[config.mk]
export PLATFORM = sky130hd
export DESIGN_NAME = pau_cmp
export DESIGN_NICKNAME = d
export VERILOG_FILES = /design/src/hdl/pau_pkg.sv /design/src/hdl/pau_cmp.sv
export SDC_FILE = /design/constraint.sdc
export NUM_CORES = 1
export LEC_CHECK = 0
export BUFFER_PORTS_ARGS = -buffer_cell sky130_fd_sc_hd__buf_2
export CAP_MARGIN = 20
export CORE_AREA = 2 2 152 154
export DETAILED_ROUTE_END_ITERATION = 10
export DIE_AREA = 0 0 154 156
export GPL_ROUTABILITY_DRIVEN = 0
export PLACE_DENSITY = 0.51
export REMOVE_ABC_BUFFERS = 1
export SLEW_MARGIN = 20
export SYNTH_ARGS = -nofsm -noshare
export SYNTH_HDL_FRONTEND = slang
export SYNTH_SLANG_ARGS = --single-unit
[constraint.sdc]
create_clock -name vclk -period 2.25
set_input_delay 0.225 -clock vclk [all_inputs]
set_output_delay 0.225 -clock vclk [all_outputs]
set_load 0.05 [all_outputs]
[src/hdl/pau_pkg.sv]
package pau_pkg;

  localparam int MODE_W      = 2;
  localparam int COST_PORT_W = 32;
  localparam int SIG_W       = 64;
  localparam int IDX_W       = 5;
  localparam int STATUS_W    = 3;
  localparam int COUNT_OUT_W = 6;
  localparam int OBJ_CFG_W   = 3;
  localparam int MAX_OBJ     = 4;

  localparam logic [OBJ_CFG_W-1:0] OBJ_RESET = 3'd4;

  localparam logic [MODE_W-1:0] MODE_OFFER = 2'd0;
  localparam logic [MODE_W-1:0] MODE_READ  = 2'd1;
  localparam logic [MODE_W-1:0] MODE_CLEAR = 2'd2;

  localparam logic [STATUS_W-1:0] STAT_ADDED     = 3'd0;
  localparam logic [STATUS_W-1:0] STAT_DOMINATED = 3'd1;
  localparam logic [STATUS_W-1:0] STAT_DUPLICATE = 3'd2;
  localparam logic [STATUS_W-1:0] STAT_FULL      = 3'd3;
  localparam logic [STATUS_W-1:0] STAT_NOT_OFFER = 3'd4;

  typedef enum logic [1:0] {
    S_IDLE,
    S_SCAN,
    S_SETTLE,
    S_DONE
  } pau_state_t;

  // Outcome of comparing the candidate with one stored entry.
  typedef struct packed {
    logic cand_dom_entry;
    logic entry_dom_cand;
    logic sig_match;
  } pau_cmp_t;

endpackage

[src/hdl/pau_cmp.sv]
module pau_cmp #(
  parameter int NO = 4,
  parameter int CW = 32
) (
  input  logic [NO*CW-1:0]                cand_costs,
  input  logic [NO*CW-1:0]                entry_costs,
  input  logic [pau_pkg::SIG_W-1:0]       cand_sig,
  input  logic [pau_pkg::SIG_W-1:0]       entry_sig,
  input  logic [pau_pkg::OBJ_CFG_W-1:0]   n_active,
  output pau_pkg::pau_cmp_t               cmp
);
  import pau_pkg::*;

  logic cand_worse;
  logic cand_better;

  // One pair of magnitude compares per objective, shared by both
  // directions of the dominance test.
  always_comb begin
    cand_worse  = 1'b0;
    cand_better = 1'b0;
    for (int i = 0; i < NO; i++) begin
      if (OBJ_CFG_W'(i) < n_active) begin
        if (cand_costs[i*CW +: CW] > entry_costs[i*CW +: CW]) cand_worse  = 1'b1;
        if (cand_costs[i*CW +: CW] < entry_costs[i*CW +: CW]) cand_better = 1'b1;
      end
    end
  end

  assign cmp.cand_dom_entry = cand_better && !cand_worse;
  assign cmp.entry_dom_cand = cand_worse && !cand_better;
  assign cmp.sig_match      = (cand_sig == entry_sig);

endmodule

==> results of run 1 <==
## cells in the final DEF (no fill, tap or decap), types with 3 or more instances in the layout
cell type  netlist  final
a21o_1          18     18
o211ai_1         5      5
xor2_1          64     64
nor4_2           3      3
inv_1          133    123
nor2b_1          7      5
ha_4             0     16
buf_2            0    382
o21ai_0         17     15
inv_2            0      8
a21oi_4          0      3
nand3_1          6      6
nand2_1         27     26
ha_1           128    112
buf_4            0     41
nor4_1          20     18
o21ai_1          3      3
buf_6            0      6
nand4_1         28     28
nor2_1          12     12
a221o_1          3      3
a21oi_1         50     47
## timing repair
item,CTS,global route
resized for setup,30,38
endpoints found under the setup margin,2,2
pin swaps,16,23
buffers inserted,3,3
## worst paths after layout
| kind | start | to | slack [ps] |
|---|---|---|---|
| setup / recovery | cand_costs[63] | cmp[1] | -410 |
| hold / removal | entry_sig[1] | cmp[0] | 1020 |
## cells by family (layout without fill, tap and decap cells)
group | Yosys count | in the layout | synth area share (%)
xor gates and xnor gates | 64 | 64 | 14.0
buffers and inverters | 133 | 564 | 12.4
adders and majority gates | 128 | 128 | 39.9
AOI/OAI and AO/OA | 112 | 112 | 17.6
and+or+nand+nor | 115 | 115 | 16.1
## worst max-delay path, delay by kind of cell
family          cells  cell delay, ps
simple gates        4             900
fa+ha+maj           1             260
compound gates      3             570
buf+inv             3             470
## area by class of cell
type	instances	share of cell area [%]
Multi-Input combinational cell	419	54.9
Timing Repair Buffer	431	32.9
Inverter	133	7.15
Tap cell	285	5.06
## routing by layer
layer | part of all wire [%] | wire length, um | vias up | track usage (%)
li1 | - | - | 2778 | -
met1 | 45 | 7930 | 2280 | 18.6
met2 | 48 | 8400 | 171 | 22.5
met3 | 6.2 | 1090 | 10 | 1.67
met4 | 0.42 | 73 | 0 | 0.0890
met5 | 0 | 0 | - | 0
## per-stage QoR
step / hold WS (ps) / power (mW) / setup WS [ps]
after global placement: 1030 / 1.09 / -542
after global routing: 1080 / 1.36 / -499
final: 1020 / 1.20 / -407
after floorplan: 856 / 0.519 / -535
after detailed placement: 1030 / 1.10 / -573
after CTS: 1020 / 1.15 / -409
## power groups by stage
stage                     clock, mW  sequential, mW  combinational (mW)
after floorplan                   0               0               0.519
after global routing              0               0                1.36
after detailed placement          0               0                1.10
after CTS                         0               0                1.15
after global placement            0               0                1.09
final                             0               0                1.20
==> impl_metrics.csv, run 1 <==
group,metric,value,unit
sta,min_period,2660,ps
global_routing,grt_overflow,0,
layout,final_core_utilization,31.5,%
placement,portBuffers,390,
power_and_ir_drop,power_density,171,mW/mm^2
sta,max_freq,376,MHz
synth,synth.cell_area,0.00402,sq mm
power_and_ir_drop,p_int,648,uW
layout,multi_input_area,0.00387,sq mm
sta,tightest_slew,460,ps
routing,drc,0,
critical_path,cp.arrival,2430,ps
global_routing,grt_pass1_wl,25.6,mm
layout,area_growth,75.6,%
sta,hold_viol,0,
sta,finalSetupViolations,2,
routing,viasPerCell,4.13,
layout,clkbuf_count,0,
floorplanning,io_pins,390,
sta,tns,-751,ps
power_and_ir_drop,p_comb_share,100.0,%
floorplanning,chipWidth,154,um
synth,netlist.area_leader.share,39.9,%
sta,relSlewSlack,69.1,%
sta,rsz0062_at_grt,"yes",
clocking,holdBufCountCts,0,
synth,syn_inst,552,
sta,finalCritPeriodShare,118,%
floorplanning,std_cell_rows,55,
placement,placed_cells,1262,
synth,ys_seq_area_share,0,%
global_routing,antenna_found_initial,1,
power_and_ir_drop,ir_drop,0.0709,mV
min_path,hold_depth,6,
global_routing,grt_max_degree,6,
critical_path,path_class,"in2out",
critical_path,cpMaxStageDelayCell,"nor4_2",
placement,post_dp_cell_area,0.00660,sq mm
min_path,min_path_type,"in2out",
power_and_ir_drop,netSwitchingFraction,46.2,%
sta,worst_slack,-407,ps
critical_path,path_cells,"buf_2, ha_4, and4_4, nand4_1, nor4_2, buf_4, a21oi_4, a21o_1, a221oi_4, nor2b_4, buf_12",
synth,synth_top_area_cell,"ha_1",
status,status,"finished with violations",
critical_path,critPathLaunchType,"input pin",
routing,postRouteAntennaNets,0,
sta,timing.final.max_slew_violations,0,
global_routing,grt_pass1_vias,5144,
floorplanning,start_util,18.0,%
critical_path,cp_max_fo,2,
power_and_ir_drop,pwr-share-clk,0,%
critical_path,end_kind,"primary output",
run,maxCapViolCount,0,
synth,synth.most_common_cell,"inv_1",
synth,synth_commonest_cells,"inv_1, ha_1, xor2_1",
critical_path,cpPeakStageDelay,330,ps
routing,finalWirelength,17.5,mm
layout,nFlopsAndLatches,0,
synth,synth.avg_cell_area,7.27,sq um
floorplanning,core,0.0224,sq mm
floorplanning,fp.dieArea,0.0240,sq mm
floorplanning,die_h,156,um
synth,synth.distinct_cells,36,
power_and_ir_drop,p_seq_share,0,%
layout,fillerInstances,2484,
status,failed_checks,"setup timing",
power_and_ir_drop,p_switching,556,uW
layout,drive_above_1_share,49.3,%
synth,synth_area_leaders,"ha_1, xor2_1, inv_1, a21oi_1, nand4_1",
routing,drt_iter0_drc,135,
routing,wire_per_inst,13.8,um
layout,design_area,0.00705,sq mm
layout,num_antenna_cells,0,
global_routing,grt_usage,13.1,%
routing,routed-via-count,5239,
critical_path,worstPathRequired,2030,ps
layout,final_cells,1268,
layout,final_nets,1500,
power_and_ir_drop,leakagePower,4.25,nW
placement,post-dp-hpwl,16.4,mm
synth,ys_warn_count,0,
routing,first_pass_iters,4,
layout,regArea,0,sq um
No activity file was read; power rests on OpenSTA's default activity.
==> inputs of run 2 (changes only) <==
- MAX_ROUTING_LAYER: default -> met4
- REMOVE_ABC_BUFFERS: 1 -> default
==> run 2 against run 1 <==
Against the previous run: the flow still finishes with violations (setup timing); fmax rose by 1.8%; sequential cell count did not move; sequential share of layout area did not move; clock-buffer cell count did not move; cell count fell by 0.39%; worst setup slack improved by 46 ps; global-route usage fell by 0.53 points; critical endpoint is now cmp[2].
==> impl_metrics.csv, run 2 (same netlist as run 1, synthesis figures left out) <==
group,metric,value,unit
status,status,"finished with violations",
status,failed_checks,"setup timing",
global_routing,grt_usage,12.6,%
critical_path,critPathLaunchType,"input pin",
layout,final_nets,1493,
layout,nFlopsAndLatches,0,
sta,relSlewSlack,74.4,%
min_path,min_path_type,"in2out",
power_and_ir_drop,leakagePower,4.18,nW
critical_path,crit_path_start,"cand_costs[13]",
power_and_ir_drop,power,1.16,mW
routing,viasPerCell,4.12,
floorplanning,std_cell_rows,55,
floorplanning,core,0.0224,sq mm
floorplanning,fp.dieArea,0.0240,sq mm
sta,max_freq,383,MHz
sta,rsz0062_at_grt,"yes",
sta,worst_slack,-361,ps
layout,final_cells,1263,
routing,met3_length,918,um
sta,tightest_slew,381,ps
placement,dp_slack,-646,ps
power_and_ir_drop,ir_drop,0.0685,mV
sta,holdWs,1010,ps
placement,placed_cells,1258,
routing,drt_iter0_drc,128,
critical_path,worstPathRequired,2030,ps
routing,top_layer_used,"met4",
sta,finalCritPeriodShare,116,%
placement,post-dp-hpwl,15.6,mm
global_routing,grt_pass1_vias,5051,
routing,postRouteAntennaNets,0,
run,maxCapViolCount,0,
critical_path,path_class,"in2out",
layout,design_area,0.00689,sq mm
power_and_ir_drop,power_density,168,mW/mm^2
global_routing,grt_max_degree,6,
global_routing,antenna_found_initial,2,
layout,drive_above_1_share,47.6,%
synth,synth_fp_nets,1067,
layout,mostFrequentLayoutCells,"buf_2, inv_1, ha_1",
placement,portBuffers,390,
routing,wl_met1,7.08,mm
layout,area_growth,71.7,%
routing,met2_length,8.43,mm
placement,post_dp_cell_area,0.00657,sq mm
routing,wire_per_inst,13.1,um
critical_path,cp.arrival,2390,ps
critical_path,cp_max_fo,2,
floorplanning,chipWidth,154,um
floorplanning,die_h,156,um
global_routing,grt_overflow,0,
routing,first_pass_iters,4,
routing,finalWirelength,16.5,mm
floorplanning,start_util,18.0,%
sta,min_period,2610,ps
clocking,holdBufCountCts,0,
layout,clkbuf_count,0,
routing,drc,0,
sta,finalSetupViolations,2,
layout,regArea,0,sq um
floorplanning,io_pins,390,
critical_path,crit_end,"cmp[2]",
layout,final_common_cell,"buf_2",
sta,timing.final.max_slew_violations,0,
global_routing,grt_pass1_wl,24.1,mm
routing,routed-via-count,5207,
sta,hold_viol,0,
critical_path,end_kind,"primary output",
run 2: cell types whose count changed in the layout (fill, tap and decap cells not counted), moves of 2 or more:
cell / before / now
inv_2: 8 / 4
buf_2: 382 / 384
ha_4: 16 / 12
diode_2: 0 / 2
buf_4: 41 / 34
a221oi_2: 1 / 3
buf_6: 6 / 4
inv_1: 123 / 127
ha_1: 112 / 116
o21ai_1: 3 / 5
a21oi_4: 3 / 1
run 2: layer usage:
layer | vias to the layer above | GRT usage, %
li1 | 2776 | -
met2 | 199 | 23.5
met5 | - | -
met1 | 2224 | 15.4
met4 | 0 | 0.579
met3 | 8 | 1.33
run 2: area by class of cell:
cell class	instances	area, sq um
fill	2455	15500
multi-input combinational	419	3770
timing repair buffer	424	2250
inverter	133	504
tap	285	357
antenna	2	5.00
run 2: through the flow:
step           util (%)  TNS, ps
4_1_cts            29.9     -848
2_1_floorplan         -     -479
6_report           30.8     -708
3_5_place_dp       29.4    -1130
3_3_place_gp       29.4    -1090
5_1_grt            30.8     -927
run 2: repair_timing:
action                     4_1_cts  5_1_grt
setup endpoints to repair        2        2
gates resized for setup         22       27
setup buffers                    1        2
pin swaps                       10       17
run 2: worst min path at each step:
stage / from / endpoint / slack (ps) / cells after the start
after floorplan: cand_sig[11] / cmp[0] / 800 / 4
after global placement: entry_sig[1] / cmp[0] / 1060 / 6
after detailed placement: entry_sig[36] / cmp[0] / 1060 / 6
after CTS: n_active[1] / cmp[1] / 1060 / 5
after global routing: n_active[1] / cmp[1] / 1060 / 5
final: n_active[1] / cmp[1] / 1010 / 5
run 2: power by group:
group	internal [mW]	switching (mW)	total [mW]
sequential	0	0	0
combinational	0.627	0.530	1.16
clock	0.000000119	0	0.000000119
run 2: worst max-delay path, cell delays in order:
cell and delay, ps:
buf_2 100, ha_1 300, a21o_1 160, a21o_1 170
a211o_1 340, o31ai_4 260, a21oi_1 120, nor4b_2 330
nor2b_4 210, buf_8 150
